==> src/hdl/sfr_pkg.sv <==
package sfr_pkg;

    localparam int MAX_LEN   = 8;
    localparam int BYTE_W    = 8;
    localparam int CNT_W     = $clog2(MAX_LEN + 1);
    localparam int IDX_W     = $clog2(MAX_LEN);
    localparam int CFG_W     = MAX_LEN * BYTE_W;
    localparam int LEN_W     = 4;
    localparam int CFG_IDX_W = 2;

    typedef enum logic [CFG_IDX_W-1:0] {
        CFG_PATTERN_BYTES      = 2'd0,
        CFG_PATTERN_LENGTH     = 2'd1,
        CFG_REPLACEMENT_BYTES  = 2'd2,
        CFG_REPLACEMENT_LENGTH = 2'd3
    } cfg_idx_t;

    typedef enum logic [2:0] {
        ST_IDLE,
        ST_SCAN,
        ST_REPL,
        ST_FLUSH,
        ST_DONE
    } sfr_state_t;

    function automatic logic [CNT_W-1:0] clamp_len(input logic [LEN_W-1:0] v);
        logic [CNT_W-1:0] r;
        if (v > LEN_W'(MAX_LEN))
            r = CNT_W'(MAX_LEN);
        else
            r = CNT_W'(v);
        return r;
    endfunction

endpackage

==> src/hdl/sfr_in_if.sv <==
interface sfr_in_if;
    import sfr_pkg::*;

    logic              valid;
    logic              ready;
    logic [BYTE_W-1:0] char_in;
    logic              final_char;

    modport source (output valid, char_in, final_char, input ready);
    modport sink   (input valid, char_in, final_char, output ready);
endinterface

==> src/hdl/sfr_out_if.sv <==
interface sfr_out_if;
    import sfr_pkg::*;

    logic              valid;
    logic              ready;
    logic [BYTE_W-1:0] char_out;
    logic              char_valid;
    logic              string_end;

    modport source (output valid, char_out, char_valid, string_end, input ready);
    modport sink   (input valid, char_out, char_valid, string_end, output ready);
endinterface

==> src/hdl/stream_find_replace_unit.sv <==
// steps: take a byte in idle, scan (drop bytes that cannot start a match, then decide), emit the
// replacement bytes, on a final byte flush the held bytes, then close the byte in the done state
// a result waits in a staging register until the next result is made or the done state closes
// the byte; the closed result then moves on to the output register once that register is free
// a new byte is taken only in idle, so the block does not take a byte before it is through with
// the last one; output stalls hold the single emit path into the staging register
// reset: rst_n clears the sequencer, hold count, output stage and all four registers
module stream_find_replace_unit (
    input  logic                                clk,
    input  logic                                rst_n,
    input  logic                                cfg_we,
    input  sfr_pkg::cfg_idx_t                   cfg_index,
    input  logic [sfr_pkg::CFG_W-1:0]           cfg_data,
    sfr_in_if.sink                              in_ch,
    sfr_out_if.source                           out_ch
);
    import sfr_pkg::*;

    sfr_state_t        state_reg, state_next;

    logic [CFG_W-1:0]  pattern_reg, pattern_next;
    logic [LEN_W-1:0]  plen_cfg_reg, plen_cfg_next;
    logic [CFG_W-1:0]  repl_reg, repl_next;
    logic [LEN_W-1:0]  rlen_cfg_reg, rlen_cfg_next;

    logic [BYTE_W-1:0] win_reg [MAX_LEN];
    logic [BYTE_W-1:0] win_next [MAX_LEN];
    logic [CNT_W-1:0]  count_reg, count_next;
    logic [IDX_W-1:0]  idx_reg, idx_next;
    logic              last_reg, last_next;
    logic              emitted_reg, emitted_next;

    logic              pend_valid_reg, pend_valid_next;
    logic              pend_final_reg, pend_final_next;
    logic [BYTE_W-1:0] pend_char_reg, pend_char_next;
    logic              pend_cv_reg, pend_cv_next;
    logic              pend_end_reg, pend_end_next;

    logic              out_valid_reg, out_valid_next;
    logic [BYTE_W-1:0] out_char_reg, out_char_next;
    logic              out_cv_reg, out_cv_next;
    logic              out_end_reg, out_end_next;

    logic [CNT_W-1:0]  plen;
    logic [CNT_W-1:0]  rlen;
    logic              accept;
    logic              cnt_zero;
    logic              bytes_ok;
    logic              is_prefix;
    logic              full_match;
    logic              out_free;
    logic              slot;
    logic              want_emit;
    logic              emit_now;
    logic              move;
    logic              repl_last;

    assign plen       = clamp_len(plen_cfg_reg);
    assign rlen       = clamp_len(rlen_cfg_reg);
    assign accept     = in_ch.valid && in_ch.ready;
    assign cnt_zero   = (count_reg == '0);
    assign full_match = (plen != '0) && (count_reg == plen);
    assign out_free   = !out_valid_reg || out_ch.ready;
    assign slot       = !pend_valid_reg || out_free;
    assign emit_now   = want_emit && slot;
    assign move       = pend_valid_reg && out_free && (pend_final_reg || emit_now);
    assign repl_last  = (CNT_W'(idx_reg) == (rlen - CNT_W'(1)));

    assign in_ch.ready       = (state_reg == ST_IDLE);
    assign out_ch.valid      = out_valid_reg;
    assign out_ch.char_out   = out_char_reg;
    assign out_ch.char_valid = out_cv_reg;
    assign out_ch.string_end = out_end_reg;

    // window against pattern, held entries only
    always_comb
    begin
        bytes_ok = 1'b1;
        for (int i = 0; i < MAX_LEN; i++)
        begin
            if ((CNT_W'(i) < count_reg) && (win_reg[i] != pattern_reg[i*BYTE_W +: BYTE_W]))
                bytes_ok = 1'b0;
        end
        is_prefix = (plen != '0) && (count_reg <= plen) && bytes_ok;
    end

    always_comb
    begin
        unique case (state_reg)
            ST_IDLE:  want_emit = 1'b0;
            ST_SCAN:  want_emit = !cnt_zero && !is_prefix;
            ST_REPL:  want_emit = 1'b1;
            ST_FLUSH: want_emit = !cnt_zero;
            ST_DONE:  want_emit = !emitted_reg && last_reg;
            default:  want_emit = 1'b0;
        endcase
    end

    // next state
    always_comb
    begin
        state_next = state_reg;
        unique case (state_reg)
            ST_IDLE:
            begin
                if (accept)
                    state_next = ST_SCAN;
            end
            ST_SCAN:
            begin
                if (cnt_zero || is_prefix)
                begin
                    if (full_match && (rlen != '0))
                        state_next = ST_REPL;
                    else if (last_reg)
                        state_next = ST_FLUSH;
                    else
                        state_next = ST_DONE;
                end
            end
            ST_REPL:
            begin
                if (emit_now && repl_last)
                    state_next = last_reg ? ST_FLUSH : ST_DONE;
            end
            ST_FLUSH:
            begin
                if (cnt_zero)
                    state_next = ST_DONE;
            end
            ST_DONE:
            begin
                if (emitted_reg || !last_reg || emit_now)
                    state_next = ST_IDLE;
            end
            default: state_next = ST_IDLE;
        endcase
    end

    // datapath and result staging
    always_comb
    begin
        pattern_next    = pattern_reg;
        plen_cfg_next   = plen_cfg_reg;
        repl_next       = repl_reg;
        rlen_cfg_next   = rlen_cfg_reg;
        win_next        = win_reg;
        count_next      = count_reg;
        idx_next        = idx_reg;
        last_next       = last_reg;
        emitted_next    = emitted_reg;
        pend_valid_next = pend_valid_reg;
        pend_final_next = pend_final_reg;
        pend_char_next  = pend_char_reg;
        pend_cv_next    = pend_cv_reg;
        pend_end_next   = pend_end_reg;
        out_valid_next  = out_valid_reg;
        out_char_next   = out_char_reg;
        out_cv_next     = out_cv_reg;
        out_end_next    = out_end_reg;

        if (cfg_we)
        begin
            unique case (cfg_index)
                CFG_PATTERN_BYTES:      pattern_next  = cfg_data;
                CFG_PATTERN_LENGTH:     plen_cfg_next = cfg_data[LEN_W-1:0];
                CFG_REPLACEMENT_BYTES:  repl_next     = cfg_data;
                CFG_REPLACEMENT_LENGTH: rlen_cfg_next = cfg_data[LEN_W-1:0];
                default: ;
            endcase
        end

        // staged result moves on to the output register
        if (move)
        begin
            out_valid_next  = 1'b1;
            out_char_next   = pend_char_reg;
            out_cv_next     = pend_cv_reg;
            out_end_next    = pend_end_reg;
            pend_valid_next = 1'b0;
        end
        else if (out_valid_reg && out_ch.ready)
        begin
            out_valid_next = 1'b0;
        end

        unique case (state_reg)
            ST_IDLE:
            begin
                if (accept)
                begin
                    win_next[count_reg[IDX_W-1:0]] = in_ch.char_in;
                    count_next   = count_reg + CNT_W'(1);
                    last_next    = in_ch.final_char;
                    emitted_next = 1'b0;
                end
            end
            ST_SCAN, ST_FLUSH:
            begin
                if (emit_now)
                begin
                    pend_char_next = win_reg[0];
                    for (int i = 0; i < MAX_LEN - 1; i++)
                        win_next[i] = win_reg[i+1];
                    count_next = count_reg - CNT_W'(1);
                end
                else if ((state_reg == ST_SCAN) && full_match && is_prefix)
                begin
                    count_next = '0;
                    idx_next   = '0;
                end
            end
            ST_REPL:
            begin
                if (emit_now)
                begin
                    pend_char_next = repl_reg[idx_reg*BYTE_W +: BYTE_W];
                    idx_next       = idx_reg + IDX_W'(1);
                end
            end
            ST_DONE:
            begin
                if (emitted_reg)
                begin
                    pend_final_next = 1'b1;
                    pend_end_next   = last_reg;
                end
                else if (emit_now)
                begin
                    pend_char_next = '0;
                end
            end
            default: ;
        endcase

        if (emit_now)
        begin
            pend_valid_next = 1'b1;
            emitted_next    = 1'b1;
            if (state_reg == ST_DONE)
            begin
                // empty end marker
                pend_cv_next    = 1'b0;
                pend_end_next   = 1'b1;
                pend_final_next = 1'b1;
            end
            else
            begin
                pend_cv_next    = 1'b1;
                pend_end_next   = 1'b0;
                pend_final_next = 1'b0;
            end
        end
    end

    always_ff @(posedge clk or negedge rst_n)
    begin
        if (!rst_n)
        begin
            state_reg      <= ST_IDLE;
            pattern_reg    <= '0;
            plen_cfg_reg   <= '0;
            repl_reg       <= '0;
            rlen_cfg_reg   <= '0;
            count_reg      <= '0;
            emitted_reg    <= 1'b0;
            pend_valid_reg <= 1'b0;
            pend_final_reg <= 1'b0;
            out_valid_reg  <= 1'b0;
        end
        else
        begin
            state_reg      <= state_next;
            pattern_reg    <= pattern_next;
            plen_cfg_reg   <= plen_cfg_next;
            repl_reg       <= repl_next;
            rlen_cfg_reg   <= rlen_cfg_next;
            count_reg      <= count_next;
            emitted_reg    <= emitted_next;
            pend_valid_reg <= pend_valid_next;
            pend_final_reg <= pend_final_next;
            out_valid_reg  <= out_valid_next;
        end
    end

    always_ff @(posedge clk)
    begin
        win_reg       <= win_next;
        idx_reg       <= idx_next;
        last_reg      <= last_next;
        pend_char_reg <= pend_char_next;
        pend_cv_reg   <= pend_cv_next;
        pend_end_reg  <= pend_end_next;
        out_char_reg  <= out_char_next;
        out_cv_reg    <= out_cv_next;
        out_end_reg   <= out_end_next;
    end

    // window always has room for the incoming byte
    a_room_on_accept: assert property (@(posedge clk) disable iff (!rst_n)
        accept |-> (count_reg < CNT_W'(MAX_LEN)))
        else $error("hold window full at accept");

    a_accept_to_scan: assert property (@(posedge clk) disable iff (!rst_n)
        accept |=> (state_reg == ST_SCAN))
        else $error("sequencer did not start scan after accept");

    // an open result never waits while the block takes new bytes
    a_pend_closed_idle: assert property (@(posedge clk) disable iff (!rst_n)
        (state_reg == ST_IDLE && pend_valid_reg) |-> pend_final_reg)
        else $error("staged result not closed in idle");

    a_repl_cleared: assert property (@(posedge clk) disable iff (!rst_n)
        (state_reg == ST_REPL) |-> (count_reg == '0))
        else $error("window not cleared during replacement");

    a_done_closes: assert property (@(posedge clk) disable iff (!rst_n)
        (state_reg == ST_DONE && emitted_reg) |=> (pend_valid_reg && pend_final_reg))
        else $error("last result of transaction not closed");

endmodule

==> src/flat_wrapper.sv <==
// flat-port wrapper written by rule: the top's interface ports become plain ports
module stream_find_replace_unit_flat import sfr_pkg::*;
  (clk, rst_n, cfg_we, cfg_index, cfg_data, in_ch_valid, in_ch_char_in, in_ch_final_char, in_ch_ready, out_ch_valid, out_ch_char_out, out_ch_char_valid, out_ch_string_end, out_ch_ready);
  sfr_in_if in_ch_i ();
  sfr_out_if out_ch_i ();
  input  logic clk;
  input  logic rst_n;
  input  logic cfg_we;
  input  sfr_pkg::cfg_idx_t cfg_index;
  input  logic [sfr_pkg::CFG_W-1:0] cfg_data;
  input wire logic [$bits(in_ch_i.valid)-1:0] in_ch_valid;
  input wire logic [$bits(in_ch_i.char_in)-1:0] in_ch_char_in;
  input wire logic [$bits(in_ch_i.final_char)-1:0] in_ch_final_char;
  output wire logic [$bits(in_ch_i.ready)-1:0] in_ch_ready;
  output wire logic [$bits(out_ch_i.valid)-1:0] out_ch_valid;
  output wire logic [$bits(out_ch_i.char_out)-1:0] out_ch_char_out;
  output wire logic [$bits(out_ch_i.char_valid)-1:0] out_ch_char_valid;
  output wire logic [$bits(out_ch_i.string_end)-1:0] out_ch_string_end;
  input wire logic [$bits(out_ch_i.ready)-1:0] out_ch_ready;
  assign in_ch_i.valid = in_ch_valid;
  assign in_ch_i.char_in = in_ch_char_in;
  assign in_ch_i.final_char = in_ch_final_char;
  assign in_ch_ready = in_ch_i.ready;
  assign out_ch_valid = out_ch_i.valid;
  assign out_ch_char_out = out_ch_i.char_out;
  assign out_ch_char_valid = out_ch_i.char_valid;
  assign out_ch_string_end = out_ch_i.string_end;
  assign out_ch_i.ready = out_ch_ready;
  stream_find_replace_unit u_core (.clk(clk), .rst_n(rst_n), .cfg_we(cfg_we), .cfg_index(cfg_index), .cfg_data(cfg_data), .in_ch(in_ch_i), .out_ch(out_ch_i));
endmodule
==> config.mk <==
export PLATFORM = sky130hd
export DESIGN_NAME = stream_find_replace_unit_flat
export DESIGN_NICKNAME = d
export VERILOG_FILES = /design/src/hdl/sfr_pkg.sv /design/src/hdl/sfr_in_if.sv /design/src/hdl/sfr_out_if.sv /design/src/hdl/stream_find_replace_unit.sv /design/src/flat_wrapper.sv
export SDC_FILE = /design/constraint.sdc
export NUM_CORES = 1
export LEC_CHECK = 0
export ABC_AREA = 1
export BUFFER_PORTS_ARGS = -buffer_cell sky130_fd_sc_hd__buf_2
export CORE_ASPECT_RATIO = 0.75
export CORE_MARGIN = 2
export CORE_UTILIZATION = 35
export CTS_BUF_LIST = sky130_fd_sc_hd__clkbuf_4
export CTS_CLUSTER_DIAMETER = 150
export DETAILED_ROUTE_END_ITERATION = 12
export PLACE_DENSITY = 0.52
export SLEW_MARGIN = 40
export SYNTH_ARGS = -nofsm -noshare
export SYNTH_HDL_FRONTEND = slang
export SYNTH_SLANG_ARGS = --single-unit
==> constraint.sdc <==
create_clock -name clk -period 2.65 [get_ports clk]
set_input_delay 0.1325 -clock clk [delete_from_list [all_inputs] [get_ports clk]]
set_output_delay 0.1325 -clock clk [all_outputs]
set_load 0.01 [all_outputs]
==> flow_summary_export.csv <==
group,metric,value,unit
run_status,status,"completed",
pwr,p_int,9.05,mW
detailed_routing,routed_wl,34600,um
critical_path,critPathKind,"reg2reg",
hold_path,hp-start,"in_ch_final_char",
placement,dpl.cell_count,1703,
finish,mostFrequentLayoutCell,"nand2_1",
logic_synthesis,ys_ff_latch,235,
timing,slew_headroom,0.474,
finish,layout_common_cells,"nand2_1 (316), o21ai_0 (208), dfrtp_1 (147)",
pwr,p_total,14.8,mW
placement,io_buffers,91,
timing,fin_crit_sh,0.948,
hold_path,hold_depth,2,
pwr,power_leakage,6.41,nW
placement,place_congestion,0.820,
logic_synthesis,avgSynthCellArea,9.14,um^2
cts,cts_buffers,61,
detailed_routing,drtIter0Drc,854,
die,dieWidth,210,um
pwr,power_frac_seq,0.410,
job,drv_cap,0,
logic_synthesis,synth_nets,1305,
critical_path,end_kind,"flip-flop",
global_route,grt_use_total,0.213,
cts,clock_latency,0.73,ns
timing,rsz0062_at_grt,"yes",
global_route,grt_pass1_wl,52900,um
global_route,grt_start_max_net_pins,57,
timing,hold_viol_final,0,
timing,worstMarginPinSlew,0.787,ns
cts,h-tree-depth,2,
logic_synthesis,netlist_instances,1215,
critical_path,cpPeakStageDelay,0.38,ns
timing,setup_slack,0.138,ns
timing,finalSetupViolCount,0,
detailed_routing,vias,9292,
critical_path,rrSetupSlack,0.14,ns
critical_path,cp.arrival,2.89,ns
critical_path,path_max_fanout,8,
global_route,antenna_found_initial,1,
hold_path,hold_end,"u_core.last_reg$_DFFE_PP_",
die,io_pins,92,
pwr,powerDensity,1060,nW/um^2
cts,root_buffer,"clkbuf_4",
finish,design_area,14000,um^2
die,die_area,33200,um^2
logic_synthesis,yosysSeqAreaShare,0.569,
detailed_routing,drc,0,
timing,fin_worst_skew,0.0385,ns
die,dieHeight,158,um
critical_path,startpoint_type,"flip-flop",
die,start_util,0.355,
critical_path,worstPathRequired,3.03,ns
detailed_routing,wl_per_cell,18.2,um
cts,cts_tree,"done",
critical_path,critPathMostFrequentCell,"nand2_1",
timing,post-route-min-period,2.51,ns
placement,dp_slack,-0.147,ns
finish,syn_to_final_growth,25.9,%
pwr,p_clk_frac,0.221,
finish,fin_nets,1537,
critical_path,r2r_start,"u_core.plen_cfg_reg[2]$_DFFE_PN0P_",
timing,timing.fmax,398,MHz
global_route,grt.overflow.total,0,
pwr,ir_worst_vdd,0.416,mV
cts,clk_pin_slew,0.06,ns
pwr,power_frac_comb,0.370,
critical_path,r2r_cells,18,
die,core-area,31300,um^2
critical_path,crit_path_start,"u_core.plen_cfg_reg[2]$_DFFE_PN0P_",
critical_path,r2r-end,"u_core.win_reg[41]$_DFFE_PP_",
critical_path,crit_chain,"nor2_2, nand2_1, a21boi_1, ha_1, nand2_1, nor2_1, nand2_1, nand2_1, nand2_1, nor2_1, nand3_2, nand2_2, nand2_4, nand2_4, buf_12, nand2_8, nand2_8, a21oi_4",
pwr,p_switching,5.76,mW
logic_synthesis,ys_types,41,
cts,clock_sinks,235,
die,std_cell_rows,56,
timing,holdWs,0.139,ns
logic_synthesis,yosys_warnings,0,
timing,finalMaxSlewViolations,0,
hold_path,hold_path.class,"in2reg",
logic_synthesis,netlist_area,11100,um^2
placement,dpl_cell_area,12200,um^2
critical_path,slowest_stage,"dfrtp_1",
pwr,switching_share,0.389,
detailed_routing,antenna_left,0,
finish,drive_gt1_frac,0.186,
placement,dp_hpwl,24700,um
cts,clk_path_buf_depth,3,
detailed_routing,first_pass_iters,5,
global_route,grt_pass1_vias,9092,
finish,finalNonFillerCells,1900,
detailed_routing,via_per_inst,4.89,
-- power by group through the flow --
| stage | Sequential, mW | Clock [mW] | Combinational, mW |
|---|---|---|---|
| after floorplan | 5.84 | 0 | 3.44 |
| after global placement | 6.11 | 0 | 4.97 |
| after detailed placement | 6.12 | 0 | 5.01 |
| after CTS | 6.05 | 3.34 | 5.33 |
| after global routing | 6.18 | 3.56 | 6.09 |
| final | 6.07 | 3.27 | 5.48 |
-- layout make-up --
| cell class | instances | area (um^2) |
|---|---|---|
| repair buffers | 218 | 1670 |
| multi-input cells | 787 | 4120 |
| clock buffers | 97 | 728 |
| diodes | 1 | 2.50 |
| well taps | 406 | 508 |
| inverters | 144 | 543 |
| flip-flops and latches | 235 | 6320 |
| fillers | 3094 | 17300 |
| clock inverters | 12 | 75.1 |
-- worst max-delay path, delay by kind of cell, from the launching register on --
| family | cells | cell delay (ns) |
|---|---|---|
| flip-flops | 1 | 0.38 |
| buffers and inverters | 1 | 0.14 |
| AO/OA/AOI/OAI | 2 | 0.44 |
| AND/OR/NAND/NOR | 14 | 0.96 |
| adder cells (fa/ha/maj) | 1 | 0.25 |
-- worst max path at each step --
stage	to	slack [ns]	cells past startpoint
2_1_floorplan	u_core.out_ch.char_out[0]$_DFFE_PP_	0.14	15
3_3_place_gp	u_core.out_ch.char_out[4]$_DFFE_PP_	-0.24	17
3_5_place_dp	u_core.win_reg[59]$_DFFE_PP_	-0.15	18
4_1_cts	u_core.win_reg[8]$_DFFE_PP_	0.03	16
5_1_grt	u_core.win_reg[46]$_DFFE_PP_	-0.03	18
6_report	u_core.win_reg[41]$_DFFE_PP_	0.14	18
-- Yosys cell counts --
| library cell | number | area (um^2) |
|---|---|---|
| a311oi_1 | 1 | 8.76 |
| o21ai_0 | 209 | 1050 |
| xor2_1 | 5 | 43.8 |
| nand3_1 | 29 | 145 |
| a31oi_1 | 1 | 6.26 |
| xnor2_1 | 43 | 377 |
| o32ai_1 | 5 | 43.8 |
| edfxtp_1 | 88 | 2640 |
| nor2_4 | 4 | 45.0 |
| inv_2 | 7 | 26.3 |
| a21oi_2 | 8 | 70.1 |
| dfrtp_1 | 147 | 3680 |
| clkinv_1 | 1 | 3.75 |
| nor2_2 | 4 | 25.0 |
| nand4_1 | 8 | 50.1 |
| nand2_4 | 6 | 67.6 |
| ha_1 | 10 | 125 |
| nor3_1 | 1 | 5.00 |
| buf_12 | 1 | 20.0 |
| clkbuf_1 | 44 | 165 |
| nand2_2 | 1 | 6.26 |
| o221ai_1 | 11 | 96.3 |
| mux2i_1 | 11 | 110 |
| nand2_1 | 318 | 1190 |
| o31ai_1 | 2 | 15.0 |
| nor2_1 | 67 | 251 |
| inv_1 | 135 | 507 |
| buf_1 | 1 | 3.75 |
| nor3_4 | 1 | 16.3 |
| or2_0 | 2 | 12.5 |
| o22ai_1 | 17 | 106 |
| nand3_2 | 3 | 30.0 |
| o21bai_1 | 1 | 7.51 |
| or4_1 | 1 | 7.51 |
| o21ai_1 | 1 | 5.00 |
| a21oi_1 | 7 | 35.0 |
| buf_6 | 1 | 11.3 |
| a21boi_0 | 1 | 7.51 |
| buf_2 | 2 | 10.0 |
| o211ai_1 | 9 | 67.6 |
| inv_4 | 1 | 6.26 |
-- through the flow --
| stage | utilization | setup TNS, ns |
|---|---|---|
| floorplan | - | 0 |
| global placement | 0.390 | -7.42 |
| detailed placement | 0.390 | -5.99 |
| CTS | 0.445 | 0 |
| global route | 0.447 | -0.364 |
| finish | 0.447 | 0 |
-- cells by family (layout without fill, tap and decap cells) --
kind of cell             count (synthesis)  in the layout  share of synthesized area
flip-flops                             235            235                      0.569
AND/OR/NAND/NOR                        445            445                      0.167
buffers and inverters                  193            471                     0.0679
multiplexers                            11             11                    0.00992
other                                    0              1                          0
XOR/XNOR                                48             48                     0.0379
AO/OA/AOI/OAI                          273            273                      0.136
adder cells (fa/ha/maj)                 10             10                     0.0113
-- repair_timing --
action,4_1_cts,5_1_grt
buffers inserted,1,5
hold buffers,81,0
endpoints found under the hold margin,313,0
gates resized for setup,10,8
endpoints found under the setup margin,66,57
pin swaps,0,10
-- layer usage --
metal  up-vias  track usage  routed length [um]
li1       4500            -                   -
met1      4442        0.319               17200
met2       294        0.302               14300
met3        56       0.0484                2330
met4         0       0.0709                 748
met5         -            0                   0
(Power assumes the default switching activity.)
